==> config.mk <==
export PLATFORM = sky130hd
export DESIGN_NAME = growable_pool_index_allocator_unit
export DESIGN_NICKNAME = d
export VERILOG_FILES = /design/src/hw/rtl/gpia_pkg.sv /design/src/hw/rtl/gpia_ctrl.sv /design/src/hw/rtl/gpia_dp.sv /design/src/hw/rtl/growable_pool_index_allocator_unit.sv
export VERILOG_INCLUDE_DIRS = /design/src /design/src/hw/rtl
export SDC_FILE = /design/constraint.sdc
export NUM_CORES = 1
export LEC_CHECK = 0
export BUFFER_PORTS_ARGS = -buffer_cell sky130_fd_sc_hd__clkbuf_2
export CORE_MARGIN = 2
export CORE_UTILIZATION = 28
export DETAILED_ROUTE_END_ITERATION = 10
export SKIP_CTS_REPAIR_TIMING = 1
export SLEW_MARGIN = 10
export SYNTH_ARGS = -nofsm -noshare
export SYNTH_HDL_FRONTEND = slang
export SYNTH_HIERARCHICAL = 1
export SYNTH_SLANG_ARGS = --single-unit
==> constraint.sdc <==
create_clock -name aclk -period 14.25 [get_ports aclk]
set_clock_uncertainty 0.1 [all_clocks]
set_input_delay 3.5625 -clock aclk [delete_from_list [all_inputs] [get_ports aclk]]
set_output_delay 3.5625 -clock aclk [all_outputs]
set_load 0.005 [all_outputs]
==> src/hw/rtl/assert_macros.svh <==
// Assertion helpers for the RTL files that check their own logic.
`ifndef ASSERT_MACROS_SVH
`define ASSERT_MACROS_SVH

// Same-cycle implication, sampled on aclk, ignored while aresetn is low.
`define ASSERT_SAME(lbl, ante, cons, msg) \
    lbl: assert property (@(posedge aclk) disable iff (!aresetn) (ante) |-> (cons)) \
        else $error(msg);

// Next-cycle implication, sampled on aclk, ignored while aresetn is low.
`define ASSERT_NEXT(lbl, ante, cons, msg) \
    lbl: assert property (@(posedge aclk) disable iff (!aresetn) (ante) |=> (cons)) \
        else $error(msg);

`endif

==> src/hw/rtl/gpia_pkg.sv <==
// ----------------------------------------------------------------------------
// gpia_pkg
// Types, codes and widths shared by the pool index allocator modules.
// ----------------------------------------------------------------------------
`default_nettype none

package gpia_pkg;

    localparam int IDX_W       = 6;   // entry index width
    localparam int CNT_W       = 7;   // counts and config values
    localparam int ACT_W       = 2;
    localparam int ST_W        = 3;
    localparam int CFG_IDX_W   = 2;
    localparam int MAX_ENTRIES = 64;

    localparam logic [CNT_W-1:0] RST_INITIAL_SIZE  = 7'd0;
    localparam logic [CNT_W-1:0] RST_MAX_POOL_SIZE = 7'd64;

    localparam logic [ACT_W-1:0] ACT_ACQUIRE = 2'd0;
    localparam logic [ACT_W-1:0] ACT_RELEASE = 2'd1;
    localparam logic [ACT_W-1:0] ACT_QUERY   = 2'd2;

    localparam logic [ST_W-1:0] ST_GRANTED     = 3'd0;
    localparam logic [ST_W-1:0] ST_POOL_FULL   = 3'd1;
    localparam logic [ST_W-1:0] ST_RELEASED    = 3'd2;
    localparam logic [ST_W-1:0] ST_NOT_IN_POOL = 3'd3;
    localparam logic [ST_W-1:0] ST_DUPLICATE   = 3'd4;
    localparam logic [ST_W-1:0] ST_QUERY       = 3'd5;

    localparam logic [CFG_IDX_W-1:0] CFG_INITIAL_SIZE  = 2'd0;
    localparam logic [CFG_IDX_W-1:0] CFG_MAX_POOL_SIZE = 2'd1;

    typedef struct packed {
        logic [ACT_W-1:0] action;
        logic [IDX_W-1:0] entry_index;
    } in_item_t;

    typedef struct packed {
        logic [IDX_W-1:0] granted_index;
        logic [ST_W-1:0]  status;
        logic [CNT_W-1:0] active_count;
        logic [CNT_W-1:0] pool_count;
    } out_item_t;

    // controller -> datapath
    typedef struct packed {
        logic capture;  // register the accepted item, head read starts
        logic commit;   // apply the item and load the result register
    } gpia_cmd_t;

endpackage

`default_nettype wire

==> src/hw/rtl/gpia_ctrl.sv <==
// ----------------------------------------------------------------------------
// gpia_ctrl
// Handshake controller: sequences one item at a time and owns result valid.
// ----------------------------------------------------------------------------
`default_nettype none

module gpia_ctrl (
    input  wire logic                aclk,
    input  wire logic                aresetn,
    input  wire logic                s_valid,
    output logic                     s_ready,
    output logic                     m_valid,
    input  wire logic                m_ready,
    output gpia_pkg::gpia_cmd_t      cmd
);

    typedef enum logic {
        IDLE,
        EXEC
    } state_t;

    state_t state_reg, state_next;
    logic   m_valid_reg, m_valid_next;

    assign s_ready     = (state_reg == IDLE);
    assign cmd.capture = s_valid && (state_reg == IDLE);
    // the result register must be free (or draining) before an item commits
    assign cmd.commit  = (state_reg == EXEC) && (!m_valid_reg || m_ready);
    assign m_valid     = m_valid_reg;

    always_comb begin
        state_next   = state_reg;
        m_valid_next = m_valid_reg;
        if (m_ready) begin
            m_valid_next = 1'b0;
        end
        case (state_reg)
            IDLE: begin
                if (s_valid) begin
                    state_next = EXEC;
                end
            end
            EXEC: begin
                if (cmd.commit) begin
                    state_next   = IDLE;
                    m_valid_next = 1'b1;
                end
            end
            default: begin
                state_next = IDLE;
            end
        endcase
    end

    always_ff @(posedge aclk) begin
        if (!aresetn) begin
            state_reg   <= IDLE;
            m_valid_reg <= 1'b0;
        end else begin
            state_reg   <= state_next;
            m_valid_reg <= m_valid_next;
        end
    end

endmodule

`default_nettype wire

==> src/hw/rtl/gpia_dp.sv <==
// ----------------------------------------------------------------------------
// gpia_dp
// Datapath: config registers, pool counters, free queue memory, free marks
// and the result register.
// ----------------------------------------------------------------------------
`default_nettype none

module gpia_dp #(
    parameter int MAX_ENTRIES = gpia_pkg::MAX_ENTRIES
) (
    input  wire logic                             aclk,
    input  wire logic                             aresetn,
    input  wire gpia_pkg::gpia_cmd_t              cmd,
    input  wire gpia_pkg::in_item_t               s_data,
    output gpia_pkg::out_item_t                   m_data,
    input  wire logic                             cfg_valid,
    output logic                                  cfg_ready,
    input  wire logic [gpia_pkg::CFG_IDX_W-1:0]   cfg_index,
    input  wire logic [gpia_pkg::CNT_W-1:0]       cfg_data
);

    localparam int CW     = gpia_pkg::CNT_W;
    localparam int IW     = gpia_pkg::IDX_W;
    localparam int PTR_W  = $clog2(MAX_ENTRIES);
    localparam int MARK_N = (MAX_ENTRIES < (1 << IW)) ? MAX_ENTRIES : (1 << IW);
    localparam int MARK_W = $clog2(MARK_N);
    localparam int MAXC   = (MAX_ENTRIES > (1 << CW) - 1) ? (1 << CW) - 1 : MAX_ENTRIES;
    localparam logic [CW-1:0]    MAX_CLIP = CW'(MAXC);
    localparam logic [PTR_W-1:0] PTR_LAST = PTR_W'(MAX_ENTRIES - 1);

    // config
    logic [CW-1:0] init_size_reg;
    logic [CW-1:0] max_pool_reg;

    // allocator state
    logic [CW-1:0]    fresh_reg, fresh_next;
    logic [PTR_W-1:0] head_reg, head_next;
    logic [PTR_W-1:0] tail_reg, tail_next;
    logic [CW-1:0]    qcnt_reg, qcnt_next;
    logic [MARK_N-1:0] marks_reg;

    // free queue; entries are always written before their read value is used
    logic [IW-1:0] fq_mem [MAX_ENTRIES];
    logic [IW-1:0] rd_data_reg;

    gpia_pkg::in_item_t  item_reg;
    gpia_pkg::out_item_t out_reg;

    logic [CW-1:0]          eff_max, eff_init, pool_cur, pool_new, active_new;
    logic [CW-1:0]          idx_ext;
    logic [MARK_W-1:0]      idx_m;
    logic                   mem_we, mark_set, mark_clr;
    logic [IW-1:0]          granted;
    logic [gpia_pkg::ST_W-1:0] status;

    assign cfg_ready = 1'b1;
    assign m_data    = out_reg;

    assign eff_max  = (max_pool_reg < MAX_CLIP) ? max_pool_reg : MAX_CLIP;
    assign eff_init = (init_size_reg < eff_max) ? init_size_reg : eff_max;
    assign pool_cur = (fresh_reg > eff_init) ? fresh_reg : eff_init;
    assign idx_ext  = {1'b0, item_reg.entry_index};
    assign idx_m    = item_reg.entry_index[MARK_W-1:0];

    always_comb begin
        fresh_next = fresh_reg;
        head_next  = head_reg;
        tail_next  = tail_reg;
        qcnt_next  = qcnt_reg;
        mem_we     = 1'b0;
        mark_set   = 1'b0;
        mark_clr   = 1'b0;
        granted    = '0;
        status     = gpia_pkg::ST_QUERY;
        case (item_reg.action)
            gpia_pkg::ACT_ACQUIRE: begin
                if (fresh_reg < eff_init) begin
                    granted    = fresh_reg[IW-1:0];
                    fresh_next = fresh_reg + 1'b1;
                    status     = gpia_pkg::ST_GRANTED;
                end else if (qcnt_reg != '0) begin
                    granted   = rd_data_reg;
                    head_next = (head_reg == PTR_LAST) ? '0 : head_reg + 1'b1;
                    qcnt_next = qcnt_reg - 1'b1;
                    mark_clr  = 1'b1;
                    status    = gpia_pkg::ST_GRANTED;
                end else if (fresh_reg < eff_max) begin
                    granted    = fresh_reg[IW-1:0];
                    fresh_next = fresh_reg + 1'b1;
                    status     = gpia_pkg::ST_GRANTED;
                end else begin
                    status = gpia_pkg::ST_POOL_FULL;
                end
            end
            gpia_pkg::ACT_RELEASE: begin
                if (idx_ext >= pool_cur || int'(item_reg.entry_index) >= MAX_ENTRIES) begin
                    status = gpia_pkg::ST_NOT_IN_POOL;
                end else if (marks_reg[idx_m] || idx_ext >= fresh_reg
                             || int'(qcnt_reg) >= MAX_ENTRIES) begin
                    // also catches initial indices that were never handed out
                    status = gpia_pkg::ST_DUPLICATE;
                end else begin
                    mem_we    = 1'b1;
                    mark_set  = 1'b1;
                    tail_next = (tail_reg == PTR_LAST) ? '0 : tail_reg + 1'b1;
                    qcnt_next = qcnt_reg + 1'b1;
                    status    = gpia_pkg::ST_RELEASED;
                end
            end
            default: begin
                status = gpia_pkg::ST_QUERY;
            end
        endcase
    end

    assign pool_new   = (fresh_next > eff_init) ? fresh_next : eff_init;
    assign active_new = fresh_next - qcnt_next;

    always_ff @(posedge aclk) begin
        if (!aresetn) begin
            init_size_reg <= gpia_pkg::RST_INITIAL_SIZE;
            max_pool_reg  <= gpia_pkg::RST_MAX_POOL_SIZE;
            fresh_reg     <= '0;
            head_reg      <= '0;
            tail_reg      <= '0;
            qcnt_reg      <= '0;
            marks_reg     <= '0;
        end else begin
            if (cfg_valid) begin
                case (cfg_index)
                    gpia_pkg::CFG_INITIAL_SIZE:  init_size_reg <= cfg_data;
                    gpia_pkg::CFG_MAX_POOL_SIZE: max_pool_reg  <= cfg_data;
                    default: ;
                endcase
            end
            if (cmd.commit) begin
                fresh_reg <= fresh_next;
                head_reg  <= head_next;
                tail_reg  <= tail_next;
                qcnt_reg  <= qcnt_next;
                if (mark_set) begin
                    marks_reg[idx_m] <= 1'b1;
                end
                if (mark_clr) begin
                    marks_reg[rd_data_reg[MARK_W-1:0]] <= 1'b0;
                end
            end
        end
    end

    // payload registers
    always_ff @(posedge aclk) begin
        if (cmd.capture) begin
            item_reg <= s_data;
        end
        if (cmd.commit) begin
            out_reg.granted_index <= granted;
            out_reg.status        <= status;
            out_reg.active_count  <= active_new;
            out_reg.pool_count    <= pool_new;
        end
    end

    // free queue memory: head is read every cycle; the read data is registered
    always_ff @(posedge aclk) begin
        if (cmd.commit && mem_we) begin
            fq_mem[tail_reg] <= item_reg.entry_index;
        end
        rd_data_reg <= fq_mem[head_reg];
    end

endmodule

`default_nettype wire

==> src/hw/rtl/growable_pool_index_allocator_unit.sv <==
// ----------------------------------------------------------------------------
// growable_pool_index_allocator_unit
// Pool index allocator with a FIFO free list and a growable pool.
// ----------------------------------------------------------------------------
// Each item is first registered while the free queue head is read from its
// memory, then applied, which loads the result register; the registered read
// of the free-queue memory sets this split. s_ready stays low until the item
// commits, so a new item is accepted only after the last one is applied. A
// result waiting on m_ready does not stop the next item from being accepted;
// that item commits once the result register is taken. The free marks live
// in flops cleared by reset, so no clearing pass follows reset. The config
// port is always ready; write it only while the block is idle.
`default_nettype none

`include "assert_macros.svh"

module growable_pool_index_allocator_unit #(
    parameter int MAX_ENTRIES = gpia_pkg::MAX_ENTRIES
) (
    input  wire logic                             aclk,
    input  wire logic                             aresetn,
    input  wire logic                             s_valid,
    output logic                                  s_ready,
    input  wire gpia_pkg::in_item_t               s_data,
    output logic                                  m_valid,
    input  wire logic                             m_ready,
    output gpia_pkg::out_item_t                   m_data,
    input  wire logic                             cfg_valid,
    output logic                                  cfg_ready,
    input  wire logic [gpia_pkg::CFG_IDX_W-1:0]   cfg_index,
    input  wire logic [gpia_pkg::CNT_W-1:0]       cfg_data
);

    gpia_pkg::gpia_cmd_t cmd;

    gpia_ctrl u_ctrl (
        .aclk    (aclk),
        .aresetn (aresetn),
        .s_valid (s_valid),
        .s_ready (s_ready),
        .m_valid (m_valid),
        .m_ready (m_ready),
        .cmd     (cmd)
    );

    gpia_dp #(
        .MAX_ENTRIES (MAX_ENTRIES)
    ) u_dp (
        .aclk      (aclk),
        .aresetn   (aresetn),
        .cmd       (cmd),
        .s_data    (s_data),
        .m_data    (m_data),
        .cfg_valid (cfg_valid),
        .cfg_ready (cfg_ready),
        .cfg_index (cfg_index),
        .cfg_data  (cfg_data)
    );

    `ASSERT_NEXT(a_busy_after_accept, s_valid && s_ready, !s_ready, "ready after accept")
    `ASSERT_SAME(a_no_overwrite, cmd.commit, !m_valid || m_ready, "result overwritten")
    `ASSERT_SAME(a_grant_zero, m_valid && (m_data.status != gpia_pkg::ST_GRANTED),
                 m_data.granted_index == '0, "nonzero index without grant")
    `ASSERT_SAME(a_active_le_pool, m_valid, m_data.active_count <= m_data.pool_count,
                 "active count exceeds pool")

endmodule

`default_nettype wire
Yosys cells after proc, flatten, opt, wreduce, memory -nomap -nowiden
Memories as Yosys holds them, arrays and structs flattened. A register that Yosys moved wholly into a read port is not among the register bits.
Cells that the tools add are included.
{ "totals": {"ff_bits": 137, "ram_bits": 384, "inputBits": 22, "output_inout_bits": 26, "wordCells": 110, "memories": 1} }
{ "op_classes": {"n_addsub": 6, "magnitude_cmp": 13, "n_eq_ne": 4, "mux": 48, "n_bitwise": 7, "reduce_logical": 16} }
{ "memory_table": {"columns": ["name", "words", "width", "rd", "rd_ports_with_merged_regs", "write_ports", "line_no", "rtl"], "rows": [
  ["u_dp.fq_mem", 64, 6, 1, 1, 1, "gpia_dp.sv:43", "logic [IW-1:0] fq_mem [MAX_ENTRIES];"]
]} }
{ "ops": {"columns": ["operator", "count"], "rows": [
  ["64-bit two-way mux", 4],
  ["7-bit two-way mux", 12],
  ["64-bit bitwise AND", 1],
  ["64-bit NOT", 1],
  ["64-bit OR", 1],
  ["6-bit two-way mux", 5],
  ["7-bit < comparator", 3],
  ["1-bit two-way mux", 17],
  ["7-bit by 1-bit adder with 7-bit output (second input constant)", 2],
  ["6-bit by 7-bit greater-or-equal comparator with 1-bit output", 2],
  ["7-bit > comparator", 2],
  ["6-bit by 7-bit < comparator with 1-bit output (second input constant)", 2],
  ["7-bit case mux with 2 select lines", 1],
  ["6-bit by 1-bit adder with 6-bit output (second input constant)", 2],
  ["1-bit demux with 6-bit select", 2],
  ["6-bit == test (second input constant)", 2],
  ["6-bit by 1-bit greater-or-equal comparator with 1-bit output (second input constant)", 2],
  ["3-bit two-way mux", 4],
  ["4-bit AND reduction", 2],
  ["7-bit greater-or-equal comparator (second input constant)", 1],
  ["7-bit < comparator (second input constant)", 1],
  ["7-bit nonzero test", 1],
  ["7-bit by 1-bit subtractor with 7-bit output (second input constant)", 1],
  ["7-bit subtractor", 1],
  ["10 further kinds", 22]
]} }

Longest topological paths before layout
Gate-level depths: netlist of the first run.
{ "logic_depth": {"word_depth": 14, "mapped_depth": 38, "ltp_nobuf": 35} }

Modules after synthesis
The synthesis of the first run kept the hierarchy.
{ "modules_own_cells": {"columns": ["mod", "instances", "cells_per_inst", "area_per_inst_um2", "seq_area_each_um2"], "rows": [
  ["gpia_dp", 1, 1584, 23189.7, 14664.1],
  ["gpia_ctrl", 1, 9, 85.1, 40.0]
]} }

Least setup slack after synthesis of the first run
Ideal clock, no wire load.
{ "synth_path": {"kind": "register to register", "from": "register u_dp.max_pool_reg[6]", "to": "register u_dp.out_reg, in the netlist u_dp/m_data[13] (data pin)", "setup_time_ns": 0.264, "t_arrival_ns": 6.767, "t_required_ns": 13.886, "slack_ns": 7.119, "stages_incl_launch_ff": 39, "n_path_buf": 3, "period_less_slack_ns": 7.131, "path_cell_list": "dfxtp_1 > nand2b_1 > ha_1 > a21oi_1 > o21a_1 > clkbuf_1 > o21a_1 > nor2_1 > a21oi_1 > ha_1 > and2_1 > a221oi_2 > a22oi_2 > a21oi_1 > buf_2 > a41oi_1 > nor2_1 > a21oi_1 > [3 not listed] > a21o_1 > a21o_1 > a21o_1 > a21oi_1 > nor2_1 > a211oi_2 > buf_2 > nand2_1 > xnor2_1 > a21oi_1 > ha_1 > nor2b_1 > o21ai_0 > nand2b_1 > a21o_1 > a21oi_1 > xnor2_1 > xnor2_1"} }
{ "synth_between": {"elab_chain_cells": 10, "word_cells_on_any_way": 17, "cone_classes": "add/sub: 1; order compare: 6; mux: 10"} }
{ "synth_lines": {"columns": ["element", "line_no", "rtl"], "rows": [
  ["start: declaration", "gpia_dp.sv:33", "logic [CW-1:0] max_pool_reg;"],
  ["start signal: assignment", "gpia_dp.sv:122", "max_pool_reg <= gpia_pkg::RST_MAX_POOL_SIZE;"],
  ["start signal: assignment", "gpia_dp.sv:132", "gpia_pkg::CFG_MAX_POOL_SIZE: max_pool_reg <= cfg_data;"],
  ["7-bit < comparator", "gpia_dp.sv:59", "assign eff_max = (max_pool_reg < MAX_CLIP) ? max_pool_reg : MAX_CLIP;"],
  ["7-bit two-way mux *", "gpia_dp.sv:59", null],
  ["7-bit < comparator", "gpia_dp.sv:60", "assign eff_init = (init_size_reg < eff_max) ? init_size_reg : eff_max;"],
  ["7-bit two-way mux", "gpia_dp.sv:60", null],
  ["7-bit > comparator", "gpia_dp.sv:61", "assign pool_cur = (fresh_reg > eff_init) ? fresh_reg : eff_init;"],
  ["7-bit two-way mux", "gpia_dp.sv:61", null],
  ["6-bit by 7-bit greater-or-equal comparator with 1-bit output", "gpia_dp.sv:96", "if (idx_ext >= pool_cur || int'(item_reg.entry_index) >= MAX_ENTRIES) begin"],
  ["7-bit two-way mux", "gpia_dp.sv:96", null],
  ["7-bit case mux with 2 select lines", "gpia_dp.sv:75", "case (item_reg.action)"],
  ["7-bit subtractor *", "gpia_dp.sv:117", "assign active_new = fresh_next - qcnt_next;"],
  ["named net u_dp.active_new[6]", "gpia_dp.sv:49", "logic [CW-1:0] eff_max, eff_init, pool_cur, pool_new, active_new;"],
  ["end: declaration", "gpia_dp.sv:47", "gpia_pkg::out_item_t out_reg;"]
]} }
The timed path passes the listed nets; every way through them passes the cells marked *.
A chain may end at the register's enable or synchronous reset.

Final worst setup path of the first run
{ "layout_path": {"from": "register u_dp.max_pool_reg[6]", "to": "memory u_dp/fq_mem[54][2] (netlist bit) (enable)"} }
{ "layout_between": {"elab_chain_cells": 12} }
{ "layout_lines": {"columns": ["element", "line_no", "rtl"], "rows": [
  ["7-bit < comparator", "gpia_dp.sv:59", null],
  ["7-bit two-way mux *", "gpia_dp.sv:59", null],
  ["7-bit < comparator", "gpia_dp.sv:60", null],
  ["7-bit two-way mux *", "gpia_dp.sv:60", null],
  ["7-bit > comparator", "gpia_dp.sv:61", null],
  ["7-bit two-way mux *", "gpia_dp.sv:61", null],
  ["6-bit by 7-bit greater-or-equal comparator with 1-bit output *", "gpia_dp.sv:96", null],
  ["1-bit two-way mux *", "gpia_dp.sv:96", null],
  ["1-bit two-way mux *", "gpia_dp.sv:75", null],
  ["1-bit logical AND *", "gpia_dp.sv:166", "if (cmd.commit && mem_we) begin"],
  ["1-bit two-way mux *", "gpia_dp.sv:166", null],
  ["1-bit two-way mux (not written as such) *", "gpia_dp.sv:167", "fq_mem[tail_reg] <= item_reg.entry_index;"],
  ["end: declaration", "gpia_dp.sv:43", null]
]} }
Every way passes the cells marked *; elsewhere a longest branch is shown, timed or not.

==> results of run 1 <==
[layout make-up]
type                       instances  area share (%)
clock buffer                      62            5.24
clock inverter                    36            1.82
inverter                          35           0.496
multi-input combinational        932            30.4
sequential                       527            55.5
tap                             1070            5.05
timing repair buffer              66            1.44
[where the power goes]
| group | switching [µW] | total [µW] | internal [µW] |
|---|---|---|---|
| logic | 124 | 187 | 63.6 |
| clock network | 606 | 1470 | 866 |
| registers | 11.6 | 1680 | 1670 |
[worst max-delay path, cell delays in order, from the launching register on]
cell and delay (ps):
dfxtp_1 460, inv_1 150, ha_1 340, nand4_1 370
o21a_1 350, o21ai_0 590, ha_1 330, nor3_1 80
a211oi_1 330, nor2_1 160, a21oi_1 740, a41oi_1 130
nor2_1 170, a21oi_1 80, ha_1 270, nand2b_1 140
a21o_1 170, a21o_1 160, a21o_1 170, a21o_1 170
a21oi_1 260, nor2_1 130, a211oi_2 920, and2_1 880
nand4b_1 1040, nor2_1 800
[Yosys cell counts (all sizes together) (7+ instances only)]
cell / number
edfxtp: 415
nor2: 207
mux4: 132
dfxtp: 112
nand2: 69
clkbuf: 66
a21oi: 62
o21ai: 60
ha: 43
buf: 33
inv: 33
nand3: 25
a31oi: 24
o221a: 23
xnor2: 22
mux2i: 20
nor3: 20
a21o: 18
nand4: 16
nand2b: 15
mux2: 12
or3: 12
a211oi: 11
and3: 11
and2: 9
a22oi: 8
nor2b: 8
nor4: 8
a221oi: 7
[placed cells by master, fill, tap and decap left out, types with 11 or more instances in the layout]
master / count
edfxtp_1: 415
nor2_1: 206
mux4_2: 132
dfxtp_1: 109
nand2_1: 69
a21oi_1: 62
o21ai_0: 60
clkbuf_16: 52
clkbuf_2: 46
ha_1: 43
inv_1: 33
nand3_1: 25
a31oi_1: 24
o221a_2: 23
xnor2_1: 21
buf_4: 20
mux2i_1: 20
nor3_1: 19
a21o_1: 18
nand4_1: 16
nand2b_1: 14
and3_1: 11
[logic make-up (layout without fill, tap and decap cells)]
logic type / Yosys count / in the layout / synth area share (%)
DFF: 527 / 527 / 63.2
and+or+nand+nor: 431 / 431 / 8.83
xor gates and xnor gates: 28 / 28 / 1.13
AOI/OAI and AO/OA: 263 / 263 / 7.90
other: 1 / 1 / 0.0161
muxes: 164 / 164 / 14.2
adders and majority gates: 45 / 45 / 2.44
buffers and inverters: 134 / 199 / 2.25
[through the flow]
| step | hold slack [ps] | util (%) | cells | worst slack [ps] |
|---|---|---|---|---|
| 2_1_floorplan | 343 | - | 1593 | 7120 |
| 3_3_place_gp | 357 | 29.9 | 2630 | 4960 |
| 3_5_place_dp | 363 | 29.9 | 2630 | 4540 |
| 4_1_cts | 378 | 32.2 | 2728 | 4490 |
| 5_1_grt | 403 | 32.2 | 2728 | 3780 |
| 6_report | 373 | 32.2 | 2728 | 4370 |
[layer usage]
| metal | part of all wire [%] | routed length [µm] | vias to the layer above | track usage [%] |
|---|---|---|---|---|
| met4 | 2.1 | 1250 | 0 | 3.99 |
| met2 | 49 | 29500 | 607 | 23.7 |
| met5 | 0 | 0 | - | 0 |
| met1 | 42 | 25100 | 7216 | 18.5 |
| li1 | - | - | 6274 | - |
| met3 | 7.5 | 4500 | 93 | 2.48 |
[worst paths after layout]
path | startpoint | endpoint | slack, ps | cells past startpoint
setup / recovery | u_dp/max_pool_reg[6] | u_dp/fq_mem[54][2] | 4370 | 25
hold / removal | u_dp/marks_reg[6] | u_dp/marks_reg[6] | 370 | 2
setup reg to reg | u_dp/max_pool_reg[6] | u_dp/fq_mem[54][2] | 4370 | 25
hold reg to reg | u_dp/marks_reg[6] | u_dp/marks_reg[6] | 370 | 2
==> results.json, run 1 <==
{
  "io_pins": 48,
  "fmax_mhz": 101,
  "synth_edf_count": 415,
  "overflow": 0,
  "ir_worst_vdd_mv": 0.0888,
  "clock-root-buffer": "clkbuf_16",
  "area.growth.synth_to_final_pct": 13.8,
  "clk_latency_ps": 650,
  "slew_viol_final": 0,
  "yosys-top-cells-area": "edfxtp_1 54%, mux4_2 13%, dfxtp_1 9.6%, nor2_1 3.3%, ha_1 2.3%",
  "setup_tns_ps": 0,
  "initial_core_util_pct": 28.3,
  "gr-usage-all-layers_pct": 14.0,
  "row_count": 105,
  "ys.flop_type": "edfxtp_1",
  "grt_pass1_wl_um": 92300,
  "die_y_um": 292,
  "fillers": 7987,
  "cp-end-kind": "flip-flop",
  "multi_input_area_mm2": 0.00805,
  "netlist_area_mm2": 0.0233,
  "stdcell_area_mm2": 0.0265,
  "syn_avg_cell_area_um2": 14.6,
  "die_area_mm2": 0.0854,
  "finalSetupViolCount": 0,
  "cp-start-kind": "flip-flop",
  "wl_per_cell_um": 22.1,
  "grt_pass1_vias": 14400,
  "cap_violations": 0,
  "synth-seq-cells": 527,
  "drt_wl_total_um": 60300,
  "clkSinkCount": 527,
  "postPlaceCellArea_mm2": 0.0246,
  "dpl.hpwl_um": 38400,
  "ys_seq_area_share_pct": 63.2,
  "coreArea_mm2": 0.0822,
  "drtAntennaViolNets": 0,
  "largest_reg_flops": 384,
  "status": "completed",
  "cts_buffers": 52,
  "antenna_found_initial": 0,
  "ys_types": 85,
  "gp_congestion": 0.883,
  "drive_above_1_share_pct": 21.2,
  "finalPower_uw": 3340,
  "first_pass_iters": 7,
  "async_reset_ff_share_pct": 0,
  "drc": 0,
  "cp.required_ps": 14410,
  "slew_headroom_pct": 23.9,
  "grt_start_max_net_pins": 74,
  "clkTransAtPathRegs_ps": 60,
  "finalHoldViolations": 0,
  "yosysTopAreaCell": "edfxtp_1",
  "tightestPinTransition_ps": 1140,
  "via_per_inst": 5.20,
  "min_path_type": "flip-flop to flip-flop",
  "rsz0062_at_grt": "false",
  "fin_crit_sh_pct": 69.4,
  "seqCellArea_mm2": 0.0147,
  "synthesis.nets": 1659,
  "crit_arrival_ps": 10040,
  "syn-instance-count": 1593,
  "post-synth-top-area-fraction_pct": 53.5,
  "antenna_cells": 0,
  "path_class": "flip-flop to flip-flop",
  "nets": 1680,
  "vias": 14200,
  "worst-path-max-fanout": 24,
  "synth_warnings": 6,
  "numPortBuffers": 46,
  "p_per_area_mw_per_mm2": 126,
  "cts_tree": "built",
  "drtIter0Drc": 1445,
  "cts_buffer_depth": 3,
  "die_x_um": 292,
  "p_leak_uw": 0.00836,
  "fin_crit_ps": 9880,
  "h-tree-depth": 2
}
No activity file was read; power rests on OpenSTA's default activity.
==> run 2, diff against run 1 <==
ABC_AREA = 1   (was unset)
clock period = 8.71 ns   (was 14.25 ns; I/O delays follow)
==> results.json, run 2 <==
{
  "status": "completed",
  "synthesis.nets": 2350,
  "crit_arrival_ps": 6920,
  "numPortBuffers": 46,
  "clkSinkCount": 527,
  "crit_path_frequent_cell": "nand2_1",
  "yosys-top-cells-area": "edfxtp_1 53%, dfxtp_1 9.6%, o21ai_0 6.6%, nor2_1 5.0%, nand3_1 3.6%",
  "ir_worst_vdd_mv": 0.144,
  "grt_start_max_net_pins": 100,
  "slew_headroom_pct": 30.6,
  "worst-path-max-fanout": 12,
  "drt_wl_total_um": 64000,
  "clk_latency_ps": 620,
  "stdcell_area_mm2": 0.0265,
  "power_switching_share_pct": 24.9,
  "netlist_area_mm2": 0.0235,
  "row_count": 106,
  "gp_congestion": 0.893,
  "die_area_mm2": 0.0861,
  "grt_pass1_wl_um": 98400,
  "holdPathStages": 2,
  "fin_crit_sh_pct": 77.0,
  "cp-end-kind": "flip-flop",
  "first_pass_iters": 5,
  "critical_path.top_delay_family": "simple AND/OR/NAND/NOR gates",
  "yosys.cell_count.top_type": "edfxtp_1",
  "fmax_mhz": 149,
  "overflow": 0,
  "drtIter0Drc": 1799,
  "drive_above_1_share_pct": 8.50,
  "postPlaceCellArea_mm2": 0.0248,
  "seqPwrFrac_pct": 49.2,
  "cts_tree": "built",
  "crit_buf_inv": 4,
  "finalSetupViolCount": 0,
  "cap_violations": 0,
  "gr-usage-all-layers_pct": 14.5,
  "p_leak_uw": 0.00901,
  "vias": 17300,
  "final_cell_mix": "415 x edfxtp_1, 311 x nor2_1, 310 x o21ai_0, 215 x nand2_1, 181 x inv_1",
  "r2r_cells": 39,
  "yosysTopAreaCell": "edfxtp_1",
  "die_y_um": 294,
  "coreArea_mm2": 0.0833,
  "rsz0062_at_grt": "false",
  "cts_buffers": 52,
  "cp.required_ps": 8930,
  "timing.rr.end": "u_dp/m_data[13]",
  "final_common_cell": "edfxtp_1",
  "largest_reg_flops": 384,
  "clock-root-buffer": "clkbuf_16",
  "nets": 2365,
  "ff2ff_setup_slack_ps": 2010,
  "setup_tns_ps": 0,
  "synthTopCellsByCount": "415 x edfxtp_1, 311 x nor2_1, 310 x o21ai_0, 215 x nand2_1, 183 x inv_1",
  "holdPathEnd": "u_dp/marks_reg[26]",
  "critPathSlowestCell": "o21ai_0",
  "synth-seq-cells": 527,
  "die_x_um": 294,
  "io_pins": 48,
  "cp-start-kind": "flip-flop",
  "ys.flop_type": "edfxtp_1",
  "utilization_pct": 31.9,
  "p_per_area_mw_per_mm2": 214,
  "drtAntennaViolNets": 0,
  "min_path_type": "flip-flop to flip-flop",
  "antenna_cells": 0,
  "synth_edf_count": 415,
  "dpl.hpwl_um": 40200,
  "p_comb_share_pct": 10.2,
  "h-tree-depth": 2,
  "syn_avg_cell_area_um2": 10.3,
  "area.growth.synth_to_final_pct": 13.1,
  "post-synth-top-area-fraction_pct": 53.1,
  "ys_types": 57,
  "tightestPinTransition_ps": 1040,
  "async_reset_ff_share_pct": 0,
  "p_switching_uw": 1410,
  "ys_seq_area_share_pct": 62.7,
  "drc": 0,
  "clkTransAtPathRegs_ps": 60,
  "synth_warnings": 6,
  "fin_crit_ps": 6700,
  "path_class": "flip-flop to flip-flop",
  "max_stage_delay_ps": 400,
  "wl_per_cell_um": 18.7,
  "finalHoldViolations": 0,
  "cts_buffer_depth": 3,
  "p_clk_share_pct": 40.6,
  "slew_viol_final": 0,
  "syn-instance-count": 2284,
  "grt_pass1_vias": 16600,
  "internal-power_uw": 4250,
  "initial_core_util_pct": 28.2,
  "rr_startpoint": "u_dp/max_pool_reg[6]",
  "via_per_inst": 5.06,
  "min_from": "u_dp/marks_reg[26]",
  "antenna_found_initial": 0
}
-- run 2: area by class of cell --
cell class	instances	area (µm²)
fillers	8516	56800
inverters	204	772
clock inverters	38	395
repair buffers	72	425
well taps	1080	1350
flip-flops and latches	527	14700
multi-input cells	1442	7530
clock buffers	59	1350
-- run 2: per-stage QoR --
stage          instances  setup slack, ps  power, µW  hold WS (ps)
3_5_place_dp        3325             2050       3420           340
6_report            3422             2010       5670           349
3_3_place_gp        3325             2210       3410           339
2_1_floorplan       2284             2690       3240           328
5_1_grt             3422             1300       5880           381
4_1_cts             3422             2030       5710           350
-- run 2: worst max path at each step --
stage,startpoint,endpoint,cells past startpoint
CTS,u_dp/max_pool_reg[6],u_dp/m_data[13],39
global placement,u_dp/max_pool_reg[6],u_dp/m_data[13],41
floorplan,u_dp/max_pool_reg[6],u_dp/m_data[13],42
global route,u_dp/max_pool_reg[6],u_dp/m_data[13],40
detailed placement,u_dp/max_pool_reg[6],u_dp/m_data[13],39
finish,u_dp/max_pool_reg[6],u_dp/m_data[13],39
-- run 2: power groups by stage --
stage / combinational (µW) / sequential, µW / clock [µW]
3_5_place_dp: 575 / 2840 / 0
5_1_grt: 653 / 2790 / 2440
3_3_place_gp: 573 / 2840 / 0
6_report: 580 / 2790 / 2300
4_1_cts: 577 / 2790 / 2350
2_1_floorplan: 390 / 2850 / 0
-- run 2: worst min-delay path, cell delays in order (launching register included) --
cell and delay (ps):
dfxtp_1 310, inv_1 50, a21oi_1 50
-- run 2: kinds of logic after synthesis --
logic type | count (synthesis) | synth area share (%)
buf+inv | 315 | 5.28
compound gates | 618 | 14.9
xor+xnor | 13 | 0.485
flops | 527 | 62.7
other cells | 1 | 0.0160
fa+ha+maj | 44 | 2.38
simple gates | 766 | 14.3
-- run 2: per-layer routing --
layer  up-vias  share of wire, %  track usage (%)
li1       8196                 -                -
met5         -                 0                0
met3       123               6.3             1.99
met1      8356                44             20.0
met4         0               2.8             4.88
met2       652                47             23.6
==> run 3, diff against run 2 <==
clock period = 6 ns   (was 8.71 ns; I/O delays follow)
==> results.json, run 3 (same netlist as run 2, synthesis figures left out) <==
{
  "fin_crit_ps": 5530,
  "coreArea_mm2": 0.0833,
  "holdPathEnd": "u_dp/marks_reg[60]",
  "first_pass_iters": 6,
  "finalSetupViolCount": 0,
  "stdcell_area_mm2": 0.0270,
  "nets": 2436,
  "startpoint": "u_dp/max_pool_reg[6]",
  "gr-usage-all-layers_pct": 14.2,
  "finalHoldViolations": 0,
  "cap_violations": 0,
  "holdPathStages": 2,
  "slew_headroom_pct": 29.1,
  "crit_arrival_ps": 5770,
  "power_switching_share_pct": 25.2,
  "io_pins": 48,
  "fin_crit_sh_pct": 92.2,
  "final_cell_mix": "415 x edfxtp_1, 309 x nor2_1, 307 x o21ai_0, 212 x nand2_1, 181 x inv_1",
  "r2r_cells": 40,
  "overflow": 0,
  "row_count": 106,
  "drt_wl_total_um": 62700,
  "gp_congestion": 0.852,
  "cts_buffers": 53,
  "final_common_cell": "edfxtp_1",
  "clkTransAtPathRegs_ps": 60,
  "p_clk_share_pct": 39.0,
  "clock-root-buffer": "clkbuf_16",
  "finalPower_uw": 8090,
  "drive_above_1_share_pct": 11.5,
  "critPathSlowestCell": "dfxtp_4",
  "status": "completed",
  "max_stage_delay_ps": 360,
  "area.growth.synth_to_final_pct": 15.1,
  "drtIter0Drc": 1709,
  "min_from": "u_dp/marks_reg[60]",
  "worst-path-max-fanout": 8,
  "fillers": 8453,
  "cp.required_ps": 6240,
  "numPortBuffers": 46,
  "antenna_cells": 0,
  "grt_pass1_wl_um": 97300,
  "die_x_um": 294,
  "p_leak_uw": 0.00932,
  "seqPwrFrac_pct": 50.1,
  "cts_buffer_depth": 3,
  "slew_viol_final": 0,
  "cp-end-kind": "flip-flop",
  "grt_pass1_vias": 16300,
  "clk_latency_ps": 610,
  "timing.rr.end": "u_dp/m_data[13]",
  "clkSinkCount": 527,
  "drc": 0,
  "dpl.cell_count": 3390,
  "p_per_area_mw_per_mm2": 299,
  "path_class": "flip-flop to flip-flop",
  "postPlaceCellArea_mm2": 0.0253,
  "via_per_inst": 4.98,
  "cts_tree": "built",
  "p_comb_share_pct": 10.9,
  "die_area_mm2": 0.0861,
  "cp-start-kind": "flip-flop",
  "wl_per_cell_um": 18.0,
  "internal-power_uw": 6050,
  "rr_startpoint": "u_dp/max_pool_reg[6]",
  "grt_start_max_net_pins": 98,
  "tightestPinTransition_ps": 1060,
  "stdcell_count": 3492,
  "fmax_mhz": 181,
  "initial_core_util_pct": 28.2,
  "ff2ff_setup_slack_ps": 470,
  "h-tree-depth": 2,
  "p_switching_uw": 2040,
  "min_path_type": "flip-flop to flip-flop",
  "die_y_um": 294,
  "largest_reg_flops": 384,
  "antenna_found_initial": 0,
  "dpl.hpwl_um": 39900,
  "ir_worst_vdd_mv": 0.215,
  "vias": 17400,
  "drtAntennaViolNets": 0,
  "crit_path_frequent_cell": "nand2_1"
}
[run 3: cell type report]
| type | count | area (µm²) | area share, % |
|---|---|---|---|
| Clock buffer | 73 | 1430 | 5.30 |
| Tap cell | 1080 | 1350 | 5.00 |
| Multi-Input combinational cell | 1442 | 7600 | 28.1 |
| Inverter | 204 | 776 | 2.87 |
| Sequential cell | 527 | 14700 | 54.4 |
| Timing Repair Buffer | 141 | 943 | 3.49 |
| Timing Repair inverter | 1 | 7.51 | 0.0278 |
| Clock inverter | 24 | 195 | 0.722 |
[run 3: layer usage]
metal / part of all wire (%) / vias up / track usage (%) / routed length (µm)
met5: 0 / - / 0 / 0
met4: 2.8 / 0 / 4.73 / 1750
met3: 6.1 / 102 / 1.76 / 3810
met2: 47 / 554 / 23.1 / 29200
met1: 45 / 8378 / 19.6 / 27900
li1: - / 8344 / - / -
[run 3: metrics by stage]
step | util, % | TNS (ps) | hold WS [ps] | worst slack, ps
global route | 32.4 | -12.5 | 368 | -12.5
finish | 32.4 | 0 | 352 | 470
CTS | 32.3 | 0 | 352 | 30.8
detailed placement | 30.4 | 0 | 341 | 53.6
floorplan | - | 0 | 328 | 79.1
global placement | 30.4 | 0 | 339 | 125
[run 3: power by group through the flow]
stage,Combinational [µW],Clock [µW],Sequential (µW)
floorplan,566,0,4130
global placement,835,0,4130
finish,885,3150,4050
CTS,846,3220,4050
detailed placement,843,0,4130
global route,991,3370,4050
[run 3: worst max-delay path by stage]
stage	depth (start not counted)	to
2_1_floorplan	42	u_dp/m_data[13]
3_3_place_gp	42	u_dp/m_data[13]
3_5_place_dp	41	u_dp/m_data[13]
4_1_cts	41	u_dp/m_data[13]
5_1_grt	42	u_dp/m_data[13]
6_report	40	u_dp/m_data[13]
[run 3: critical path, delay by kind of cell (launching register included)]
| kind | cells | cell delay [ps] |
|---|---|---|
| DFF | 1 | 360 |
| adders and majority gates | 5 | 1370 |
| and+or+nand+nor | 19 | 1590 |
| AOI/OAI and AO/OA | 10 | 1270 |
| buffers and inverters | 4 | 290 |
| xor gates and xnor gates | 2 | 280 |
